===== config.mk =====
export PLATFORM = sky130hd
export DESIGN_NAME = utf8_validating_decoder_top
export DESIGN_NICKNAME = d
export VERILOG_FILES = /design/src/design/u8d_pkg.sv /design/src/design/u8d_front.sv /design/src/design/u8d_queue.sv /design/src/design/u8d_back.sv /design/src/design/utf8_validating_decoder_top.sv
export SDC_FILE = /design/constraint.sdc
export NUM_CORES = 1
export LEC_CHECK = 0
export ABC_AREA = 1
export BUFFER_PORTS_ARGS = -buffer_cell sky130_fd_sc_hd__buf_4
export CAP_MARGIN = 40
export CORE_UTILIZATION = 50
export CTS_CLUSTER_SIZE = 25
export DETAILED_ROUTE_END_ITERATION = 16
export GPL_TIMING_DRIVEN = 0
export PLACE_DENSITY_LB_ADDON = 0.1
export RECOVER_POWER = 25
export REMOVE_ABC_BUFFERS = 1
export SYNTH_ARGS = -nofsm -noshare
export SYNTH_HDL_FRONTEND = slang
export SYNTH_SLANG_ARGS = --single-unit

===== constraint.sdc =====
create_clock -name clock -period 9 [get_ports clock]
set_clock_uncertainty 0.05 [all_clocks]
set_input_delay 1.8 -clock clock [delete_from_list [all_inputs] [get_ports clock]]
set_output_delay 1.8 -clock clock [all_outputs]
set_load 0.02 [all_outputs]

===== src/design/u8d_pkg.sv =====
// u8d_pkg: shared types and constants of the utf-8 validating decoder
// transaction structs for request, response and the internal command queue
// no dependencies
`default_nettype none

package u8d_pkg;

   localparam int COUNT_WIDTH = 32;
   localparam int QUEUE_DEPTH = 4;

   localparam logic [20:0] REPLACEMENT_CHAR = 21'h00FFFD;

   typedef struct packed {
      logic [7:0] in_byte;
      logic       text_end;
   } req_type;

   typedef struct packed {
      logic [20:0] code_point;
      logic [2:0]  byte_count;
      logic        bad_sequence;
      logic        run_last;
      logic        text_done;
      logic        text_ok;
      logic [31:0] point_total;
   } rsp_type;

   // replacements first, then an optional decoded code point
   typedef struct packed {
      logic [2:0]  n_repl;
      logic        has_good;
      logic [20:0] code_point;
      logic [2:0]  byte_count;
      logic        text_end;
   } cmd_type;

endpackage

`default_nettype wire


===== src/design/u8d_front.sv =====
// u8d_front: accepts bytes, tracks the held sequence and classifies each byte
// into at most one command for the back end; depends on u8d_pkg
`default_nettype none

module u8d_front
   import u8d_pkg::*;
(
   input  wire logic    clock,
   input  wire logic    reset,
   input  wire logic    push,
   input  wire logic    full,
   input  wire req_type req,
   output logic         cmd_push,
   output cmd_type      cmd
);

   localparam logic [7:0] TailLo  = 8'h80;
   localparam logic [7:0] TailHi  = 8'hBF;
   localparam logic [7:0] LoE0    = 8'hA0;
   localparam logic [7:0] HiED    = 8'h9F;
   localparam logic [7:0] LoF0    = 8'h90;
   localparam logic [7:0] HiF4    = 8'h8F;

   function automatic logic [2:0] seq_len(input logic [7:0] b);
      logic [2:0] n;
      if (b < 8'h80) n = 3'd1;
      else if (b >= 8'hC2 && b <= 8'hDF) n = 3'd2;
      else if (b >= 8'hE0 && b <= 8'hEF) n = 3'd3;
      else if (b >= 8'hF0 && b <= 8'hF4) n = 3'd4;
      else n = 3'd0;
      return n;
   endfunction

   logic [7:0]  lead_ff, lead_in;
   logic [1:0]  count_ff, count_in;
   logic [11:0] tails_ff, tails_in;

   logic        accept;
   logic [7:0]  b;
   logic [7:0]  lo, hi;
   logic        fits;
   logic [2:0]  lead_len;
   logic [2:0]  start_len;
   logic [2:0]  n_repl;
   logic        good;
   logic [20:0] cp;
   logic [2:0]  bc;
   logic        do_start;

   assign accept = push & ~full;
   assign b      = req.in_byte;

   always_comb begin
      lo = TailLo;
      hi = TailHi;
      if (count_ff == 2'd1) begin
         if (lead_ff == 8'hE0) lo = LoE0;
         else if (lead_ff == 8'hED) hi = HiED;
         else if (lead_ff == 8'hF0) lo = LoF0;
         else if (lead_ff == 8'hF4) hi = HiF4;
      end
      fits = (b >= lo) && (b <= hi);
   end

   always_comb begin
      lead_in   = lead_ff;
      count_in  = count_ff;
      tails_in  = tails_ff;
      n_repl    = 3'd0;
      good      = 1'b0;
      cp        = 21'd0;
      bc        = 3'd1;
      do_start  = 1'b0;
      lead_len  = seq_len(lead_ff);
      if (lead_len < 3'd2) lead_len = 3'd2;
      start_len = seq_len(b);

      if (count_ff == 2'd0) begin
         do_start = 1'b1;
      end else if (fits) begin
         if ({1'b0, count_ff} + 3'd1 >= lead_len) begin
            good     = 1'b1;
            bc       = lead_len;
            count_in = 2'd0;
            case (lead_len)
               3'd2:    cp = {10'd0, lead_ff[4:0], b[5:0]};
               3'd3:    cp = {5'd0, lead_ff[3:0], tails_ff[5:0], b[5:0]};
               default: cp = {lead_ff[2:0], tails_ff, b[5:0]};
            endcase
         end else begin
            tails_in = {tails_ff[5:0], b[5:0]};
            count_in = count_ff + 2'd1;
         end
      end else begin
         n_repl   = {1'b0, count_ff};
         count_in = 2'd0;
         do_start = 1'b1;
      end

      if (do_start) begin
         case (start_len)
            3'd1: begin
               good = 1'b1;
               cp   = {13'd0, b};
               bc   = 3'd1;
            end
            3'd0: begin
               n_repl = n_repl + 3'd1;
            end
            default: begin
               lead_in  = b;
               count_in = 2'd1;
               tails_in = 12'd0;
            end
         endcase
      end

      if (req.text_end && count_in != 2'd0) begin
         n_repl   = n_repl + {1'b0, count_in};
         count_in = 2'd0;
      end
   end

   assign cmd_push       = accept & ((n_repl != 3'd0) | good);
   assign cmd.n_repl     = n_repl;
   assign cmd.has_good   = good;
   assign cmd.code_point = cp;
   assign cmd.byte_count = bc;
   assign cmd.text_end   = req.text_end;

   always_ff @(posedge clock) begin
      if (reset) begin
         lead_ff  <= 8'd0;
         count_ff <= 2'd0;
      end else if (accept) begin
         lead_ff  <= lead_in;
         count_ff <= count_in;
      end
   end

   always_ff @(posedge clock) begin
      if (accept) begin
         tails_ff <= tails_in;
      end
   end

endmodule

`default_nettype wire


===== src/design/u8d_queue.sv =====
// u8d_queue: short command queue between front and back end
// register array with head read; depends on u8d_pkg
`default_nettype none

module u8d_queue
   import u8d_pkg::*;
(
   input  wire logic    clock,
   input  wire logic    reset,
   input  wire logic    push,
   input  wire cmd_type wdata,
   output logic         full,
   input  wire logic    pop,
   output logic         empty,
   output cmd_type      rdata
);

   localparam int PtrW = $clog2(QUEUE_DEPTH);
   localparam int CntW = $clog2(QUEUE_DEPTH + 1);

   cmd_type             mem_ff [QUEUE_DEPTH];
   logic [PtrW-1:0]     wr_ptr_ff, wr_ptr_in;
   logic [PtrW-1:0]     rd_ptr_ff, rd_ptr_in;
   logic [CntW-1:0]     count_ff, count_in;
   logic                do_push, do_pop;

   assign full    = (count_ff == CntW'(QUEUE_DEPTH));
   assign empty   = (count_ff == '0);
   assign do_push = push & ~full;
   assign do_pop  = pop & ~empty;
   assign rdata   = mem_ff[rd_ptr_ff];

   always_comb begin
      wr_ptr_in = wr_ptr_ff;
      rd_ptr_in = rd_ptr_ff;
      count_in  = count_ff;
      if (do_push) begin
         wr_ptr_in = (wr_ptr_ff == PtrW'(QUEUE_DEPTH - 1)) ? '0 : wr_ptr_ff + 1'b1;
      end
      if (do_pop) begin
         rd_ptr_in = (rd_ptr_ff == PtrW'(QUEUE_DEPTH - 1)) ? '0 : rd_ptr_ff + 1'b1;
      end
      if (do_push && !do_pop) count_in = count_ff + 1'b1;
      else if (!do_push && do_pop) count_in = count_ff - 1'b1;
   end

   always_ff @(posedge clock) begin
      if (reset) begin
         wr_ptr_ff <= '0;
         rd_ptr_ff <= '0;
         count_ff  <= '0;
      end else begin
         wr_ptr_ff <= wr_ptr_in;
         rd_ptr_ff <= rd_ptr_in;
         count_ff  <= count_in;
      end
   end

   always_ff @(posedge clock) begin
      if (do_push) begin
         mem_ff[wr_ptr_ff] <= wdata;
      end
   end

endmodule

`default_nettype wire


===== src/design/u8d_back.sv =====
// u8d_back: expands each command into response transactions, keeps the
// error flag and code point counter, drives the output register; uses u8d_pkg
`default_nettype none

module u8d_back
   import u8d_pkg::*;
(
   input  wire logic    clock,
   input  wire logic    reset,
   input  wire logic    q_empty,
   input  wire cmd_type q_head,
   output logic         q_pop,
   output logic         rsp_empty,
   input  wire logic    rsp_pop,
   output rsp_type      rsp_data
);

   logic [1:0]             idx_ff, idx_in;
   logic                   err_ff, err_in;
   logic [COUNT_WIDTH-1:0] cnt_ff, cnt_in;
   logic                   out_valid_ff, out_valid_in;
   rsp_type                out_ff, out_in;

   logic                   can_load;
   logic                   adv;
   logic [2:0]             total;
   logic                   is_bad;
   logic                   is_final;
   logic                   is_done;
   logic [63:0]            cnt_wide;

   assign total    = q_head.n_repl + {2'b00, q_head.has_good};
   assign can_load = ~out_valid_ff | rsp_pop;
   assign adv      = can_load & ~q_empty;
   assign is_bad   = ({1'b0, idx_ff} < q_head.n_repl);
   assign is_final = ({1'b0, idx_ff} == total - 3'd1);
   assign is_done  = is_final & q_head.text_end;
   assign q_pop    = adv & is_final;

   always_comb begin
      idx_in       = idx_ff;
      err_in       = err_ff;
      cnt_in       = cnt_ff;
      out_in       = out_ff;
      out_valid_in = out_valid_ff & ~rsp_pop;
      cnt_wide     = 64'd0;
      if (adv) begin
         idx_in = is_final ? 2'd0 : idx_ff + 2'd1;
         if (cnt_ff != {COUNT_WIDTH{1'b1}}) cnt_in = cnt_ff + 1'b1;
         cnt_wide = 64'(cnt_in);
         out_in.code_point   = is_bad ? REPLACEMENT_CHAR : q_head.code_point;
         out_in.byte_count   = is_bad ? 3'd1 : q_head.byte_count;
         out_in.bad_sequence = is_bad;
         out_in.run_last     = is_final;
         out_in.text_done    = is_done;
         out_in.text_ok      = is_done & ~(err_ff | is_bad);
         out_in.point_total  = cnt_wide[31:0];
         out_valid_in        = 1'b1;
         if (is_done) begin
            err_in = 1'b0;
            cnt_in = '0;
         end else begin
            err_in = err_ff | is_bad;
         end
      end
   end

   always_ff @(posedge clock) begin
      if (reset) begin
         idx_ff       <= 2'd0;
         err_ff       <= 1'b0;
         cnt_ff       <= '0;
         out_valid_ff <= 1'b0;
      end else begin
         idx_ff       <= idx_in;
         err_ff       <= err_in;
         cnt_ff       <= cnt_in;
         out_valid_ff <= out_valid_in;
      end
   end

   always_ff @(posedge clock) begin
      out_ff <= out_in;
   end

   assign rsp_empty = ~out_valid_ff;
   assign rsp_data  = out_ff;

`ifndef SYNTHESIS
   a_idx_in_range: assert property (@(posedge clock) disable iff (reset)
      !q_empty |-> ({1'b0, idx_ff} < total))
      else $error("sub-result index beyond command length");

   a_ok_only_on_done: assert property (@(posedge clock) disable iff (reset)
      (out_valid_ff && out_ff.text_ok) |-> out_ff.text_done)
      else $error("text_ok without text_done");

   a_bad_is_replacement: assert property (@(posedge clock) disable iff (reset)
      (out_valid_ff && out_ff.bad_sequence) |->
         (out_ff.code_point == REPLACEMENT_CHAR && out_ff.byte_count == 3'd1))
      else $error("replacement with wrong payload");

   a_done_clears: assert property (@(posedge clock) disable iff (reset)
      (adv && is_done) |=> (cnt_ff == '0 && !err_ff))
      else $error("text state not cleared after final transaction");
`endif

endmodule

`default_nettype wire


===== src/design/utf8_validating_decoder_top.sv =====
// utf8_validating_decoder_top: streaming utf-8 decoder with U+FFFD replacement
// front classifier, command queue, back expander; uses u8d_pkg and submodules
//
//   channel   direction  handshake            payload
//   req_      in         req_push / req_full  req_data   (req_type)
//   rsp_      out        rsp_pop / rsp_empty  rsp_data   (rsp_type)
//
// one byte per cycle is accepted while the command queue has room
// each byte gives zero to four back end response transactions, one per cycle if popped
// first response of a byte passes the command queue and the output register to rsp_data
// one byte per cycle holds while rsp_pop is high and bytes average at most one response
// with rsp_pop low, bytes are taken until the four-entry queue fills
// reset is synchronous and clears held sequence, queue, counter and output valid
`default_nettype none

module utf8_validating_decoder_top
   import u8d_pkg::*;
(
   input  wire logic    clock,
   input  wire logic    reset,
   input  wire logic    req_push,
   output logic         req_full,
   input  wire req_type req_data,
   output logic         rsp_empty,
   input  wire logic    rsp_pop,
   output rsp_type      rsp_data
);

   logic    cmd_push;
   cmd_type cmd;
   logic    q_full;
   logic    q_empty;
   logic    q_pop;
   cmd_type q_head;

   assign req_full = q_full;

   u8d_front u_front (
      .clock    (clock),
      .reset    (reset),
      .push     (req_push),
      .full     (q_full),
      .req      (req_data),
      .cmd_push (cmd_push),
      .cmd      (cmd)
   );

   u8d_queue u_queue (
      .clock (clock),
      .reset (reset),
      .push  (cmd_push),
      .wdata (cmd),
      .full  (q_full),
      .pop   (q_pop),
      .empty (q_empty),
      .rdata (q_head)
   );

   u8d_back u_back (
      .clock     (clock),
      .reset     (reset),
      .q_empty   (q_empty),
      .q_head    (q_head),
      .q_pop     (q_pop),
      .rsp_empty (rsp_empty),
      .rsp_pop   (rsp_pop),
      .rsp_data  (rsp_data)
   );

endmodule

`default_nettype wire

# Yosys cells after proc, flatten, opt, wreduce, memory -nomap -nowiden
# Memories as Yosys holds them, arrays and structs flattened. A register that Yosys moved wholly into a read port is not among the register bits.
# Index checks and enable logic that the tools add are counted.
# classes
n_addsub,12
n_lt_le_gt_ge,19
eq_ne,13
n_mux,65
n_bitwise,18
n_reduce_logical,20
# ops
op,n
$mux W21,5
$mux W32,2
$mux W12,5
$mux W3,20
$mux W8,7
$ge A8 B8 Y1 const B,6
$le A8 B8 Y1 const B,6
$pmux W21 S2,1
$add A32 B1 Y32 const B,1
$eq A8 B8 Y1 const B,4
$ne A32 B32 Y1 const B,1
$mux W2,12
$lt A8 B8 Y1 const B,2
$mux W1,11
$logic_and A1 B1 Y1,10
$and A1 B1 Y1,9
$add A2 B1 Y2 const B,4
$ge A8 B8 Y1,1
$le A8 B8 Y1,1
$add A3 B1 Y3 const B,2
$eq A3 B2 Y1 const B,2
$logic_not A3 Y1,2
$mux W6,1
$not A1 Y1,6
20 further kinds,26
# word_totals
register_bits,125
ramBits,116
inputBits,13
output_inout_bits,62
n_memories,1
# memory_table
memory,depth,width,rd,rd_ports_with_merged_regs,write_ports,line_no,source
u_queue.mem_ff,4,29,1,1,1,u8d_queue.sv:21,cmd_type mem_ff [QUEUE_DEPTH];

# Longest topological paths before layout
# depth
depth_word,25
depth_mapped,37
mapped_depth_nobuf,37

# Cells and area by module
# A second synthesis with hierarchy kept.
# unflattened
cells_unflattened,1161
area_unflattened_um2,11736.3
# modules_own_cells
module,instances,cells_per_inst,area_each_um2,seq_area_each_um2
u8d_queue,1,352,5114.9,3663.5
u8d_back,1,535,4748.3,2522.4
u8d_front,1,274,1873.0,560.5

# Worst setup path after synthesis
# Ideal clock, no wire load.
# synth_timing
path_kind,input to register
start,input port rsp_pop
end,register u_queue.count_ff[1]
arrival_time_ns,6.617
t_required_ns,8.830
path_slack_ns,2.212
path_stages,10
path_buffers,0
path_cell_list,nor2_1 > nor2_1 > clkinv_1 > nor2_1 > inv_1 > ha_1 > inv_1 > fa_1 > o21ai_0 > a21oi_1
# synth_between
elab_chain_cells,7
elab_cells_between_ends,9
classes_between,1 x mux; 4 x bitwise; 4 x reduce/logical
# synth_rtl
item,line_no,source
"start, declared",utf8_validating_decoder_top.sv:25,"input wire logic rsp_pop,"
$or A1 B1 Y1,u8d_back.sv:33,assign can_load = ~out_valid_ff | rsp_pop;
$and A1 B1 Y1,u8d_back.sv:34,assign adv = can_load & ~q_empty;
net u_back.adv,u8d_back.sv:25,logic adv;
$and A1 B1 Y1,u8d_back.sv:38,assign q_pop = adv & is_final;
$and A1 B1 Y1,u8d_queue.sv:30,assign do_pop = pop & ~empty;
$logic_not A1 Y1,u8d_queue.sv:43,if (do_push && !do_pop) count_in = count_ff + 1'b1;
$logic_and A1 B1 Y1,u8d_queue.sv:43,
$mux W3,u8d_queue.sv:43,
net u_queue.count_in[1],u8d_queue.sv:24,"logic [CntW-1:0] count_ff, count_in;"
"end signal, assigned",u8d_queue.sv:55,count_ff <= count_in;
"end, declared",u8d_queue.sv:24,
# The timed path passes the listed nets, and every way through them passes these cells.
# A chain may end at the register's enable or synchronous reset.

# Final worst setup path
# Same ends and word-level chain as after synthesis.

==> summary.md <==
| Metric | Value |
|---|---|
| Status | `complete, but fails checks` |
| Failing checks | `capacitance limit, slew limit` |
| Most frequent CP cell | `nor2_1` |
| Worst setup path category | `in -> reg` |
| Final wirelength | `22.5 mm` |
| CP delay by family, top | `buffers and inverters` |
| Relative slew margins | `-23.3%` |
| VDD IR max | `0.177 mV` |
| Crit path launch type | `input pin` |
| Post-synthesis simple-gate area fraction | `16.5%` |
| Synthesis-stage register bit count | `243` |
| Share of post-route cells with drive strength above 1 | `12.0%` |
| Placement Cell Area | `0.0118 mm²` |
| Clock Path Buffers | `3` |
| Global-route wire length before repair | `36.1 mm` |
| Metal-1 WL | `10.7 mm` |
| Clk root buf | `clkbuf_16` |
| Placed wire-length estimate | `15.5 mm` |
| Via/cell ratio | `5.24` |
| Syn_area_per_cell | `10.3 µm²` |
| Initial DRC Count | `537` |
| Post-synth EDFFs | `188` |
| RSZ-0062 raised after global routing | `no` |
| Period minus WS final | `5590 ps` |
| Mux contribution to synthesized area | `0.0933%` |
| Footprint of the multi-input gates | `0.00341 mm²` |
| Worst Tran Pin Value | `1850 ps` |
| CTS Sinks | `243` |
| Die area | `0.0220 mm²` |
| Via Count | `7393` |
| Tightest Hold Check Type | `reg -> reg` |
| # Post-CTS Setup Buffers | `0` |
| Worst path slowest cell | `clkbuf_1` |
| Asr flop ratio synth | `0%` |
| Met3 Wirelength | `1.13 mm` |
| Post-synthesis compound-gate area fraction | `9.97%` |
| FF+latch area | `0.00675 mm²` |
| Crit path DAT | `5940 ps` |
| Initial Utilization | `51.0%` |
| Rows | `53` |
| Cell taking the most area after synthesis | `edfxtp_1` |
| Synth cell types | `46` |
| Period utilisation layout | `62.1%` |
| Ys flop type | `edfxtp_1` |
| Slew Limit Fails | `73` |
| Wirelength per Cell | `15.9 µm` |
| LEAKAGE | `4.66 nW` |
| Finished Cell Area | `0.0125 mm²` |
| # setup viols final | `0` |
| Placed Cells incl. Taps | `1366` |
| DRT Pass-1 Iters | `6` |
| Die Span Y | `148 µm` |
| Worst Hold Slack | `429 ps` |
| Crit-path max FO | `18` |
| DRC viols | `0` |
| ANT cells | `0` |
| Largest net degree at the start of global routing | `39` |
| Top cell type's share of synthesized area | `52.6%` |
| CTS tree | `built` |
| Post-route insts no fill | `1412` |
| Post-CTS Hold Fix Bufs | `0` |
| Max Used Layer | `met4` |
| Fillers | `1752` |
| Fmax | `0.179 GHz` |
| WP data required | `9350 ps` |
| Worst Path Buf+Inv | `5` |
| Placer congestion estimate | `0.872` |
| YS warnings | `0` |
| Nets | `1155` |
| Port buffer count | `74` |
| Xor-xnor portion of the synthesized cell area | `2.44%` |
| Number of max-cap violations | `2` |
| Critical path capture point type | `register` |
| IO Count | `75` |
| Area contributors post-synth | `edfxtp_1, dfxtp_1, nand2_1, nor2_1, a21oi_1` |
| Vias in the first global route | `6827` |
| Cts bufs inserted | `25` |
| Design Power | `0.00366 W` |
| Initial antenna violation count | `0` |
| ANT nets after route | `0` |
| Clock slew at reported path FFs | `70 ps` |
| Post-synthesis adder-cell area fraction | `2.94%` |
| Sequential-to-total area share from yosys stat | `62.9%` |
| Post-CTS sizing | `0` |
| Synthesized instance count | `1042` |
| Max incr delay on CP | `1050 ps` |
| Clock Latency Late Sink | `520 ps` |
| Grt ovf | `0` |
| Final hold vios | `0` |
| Pwr Density | `293 mW/mm²` |
| Placeable Area | `0.0210 mm²` |
| Total track usage | `20.7%` |
| Layout area overhead | `16.4%` |
| WL met2 | `10.3 mm` |
| Largest family of logic cells by synthesized area | `simple AND/OR/NAND/NOR gates` |
| H-tree depth | `1` |
| Crit-path cells | `clkbuf_4 -> nor2_1 -> nor2_1 -> clkbuf_1 -> clkinv_1 -> nor2_1 -> inv_1 -> ha_1 -> inv_1 -> fa_1 -> o21ai_0 -> a21oi_1` |
| Die width | `148 µm` |
| Synth Cell Area | `0.0107 mm²` |
==> cells in the final DEF, fill, tap and decap left out, types with 3 or more instances in the layout <==
| cell type | count |
|---|---|
| xor2_1 | 14 |
| dfxtp_1 | 54 |
| xnor2_1 | 14 |
| nor2_4 | 6 |
| nor2_1 | 142 |
| o221ai_1 | 16 |
| nand3_2 | 3 |
| ha_1 | 22 |
| inv_2 | 6 |
| clkbuf_16 | 25 |
| clkbuf_1 | 19 |
| nor2_2 | 4 |
| o22ai_1 | 5 |
| edfxtp_1 | 188 |
| nand2_2 | 5 |
| nor3_1 | 22 |
| clkinv_1 | 8 |
| a32o_1 | 4 |
| nand2_1 | 184 |
| a21oi_1 | 79 |
| clkinv_2 | 4 |
| inv_1 | 97 |
| nand3_1 | 27 |
| buf_16 | 5 |
| nand4_1 | 11 |
| buf_4 | 57 |
| o21ai_0 | 78 |
| bufinv_16 | 5 |
==> report_power, final <==
part / leakage, nW / internal (W) / switching [W]
registers: 2.22 / 0.00149 / 0.0000789
clock network: 0.425 / 0.000667 / 0.000415
logic: 2.01 / 0.000317 / 0.000688
==> cell usage after synthesis, drive strengths merged (5+ instances only) <==
master,count
o221ai,16
nor3,23
ha,22
nand4,11
buf,8
o21ai,79
dfxtp,55
edfxtp,188
inv,105
nand3,30
xor2,14
clkbuf,28
o22ai,5
nor2,152
nand2,190
xnor2,15
a21oi,79
==> layer usage <==
layer  vias up  global-route usage, %
met5         -                      0
met1      3483                   29.9
met2       172                   33.3
met4         0                   4.48
li1       3713                      -
met3        25                   3.13
==> logic make-up (layout without fill, tap and decap cells) <==
logic type / Yosys count / in the layout
AND/OR/NAND/NOR: 412 / 412
flip-flops: 243 / 243
AO/OA/AOI/OAI: 191 / 191
buffers and inverters: 142 / 237
XOR/XNOR: 29 / 29
adder cells (fa/ha/maj): 24 / 24
multiplexers: 1 / 1
==> sequential cells by signal, summed over array words and instances, names as in the netlist, named ones only <==
| register | count |
|---|---|
| u_back.out_valid_ff | 1 |
| u_back.cnt_ff | 32 |
| u_front.count_ff | 2 |
| u_front.tails_ff | 12 |
| u_queue.wr_ptr_ff | 2 |
| u_back.err_ff | 1 |
| u_front.lead_ff | 8 |
| u_back.rsp_data | 60 |
| u_queue.mem_ff | 116 |
| u_back.idx_ff | 2 |
| u_queue.count_ff | 3 |
| u_queue.rd_ptr_ff | 2 |
==> worst reg2reg max path: cells and delay by family (launching register included) <==
kind | cells | cell delay [ps]
DFF | 1 | 330
AOI/OAI and AO/OA | 4 | 510
adders and majority gates | 5 | 1430
and+or+nand+nor | 21 | 2100
buffers and inverters | 7 | 580
==> area by class of cell <==
type	instances	share of cell area [%]
well taps	275	2.76
repair buffers	85	5.72
clock buffers	29	5.29
flip-flops and latches	243	54.0
clock inverters	17	1.67
inverters	106	3.21
multi-input cells	657	27.3
==> worst paths after layout <==
check	startpoint	cells after the start	endpoint	slack, ps
setup / recovery	rsp_pop	12	u_queue.count_ff[1]	3410
hold / removal	u_front.lead_ff[6]	2	u_front.lead_ff[6]	430
hold reg to reg	u_front.lead_ff[6]	2	u_front.lead_ff[6]	430
setup reg to reg	u_front.lead_ff[6]	37	u_queue.count_ff[2]	3940
==> stage by stage <==
stage | util, % | TNS, ps | worst slack [ps]
finish | 59.4 | 0 | 3410
global route | 59.4 | 0 | 3100
CTS | 60.1 | 0 | 3690
detailed placement | 55.9 | 0 | 3150
global placement | 54.6 | -28750 | -1800
floorplan | - | 0 | 1050
No activity file was read; power rests on OpenSTA's default activity.
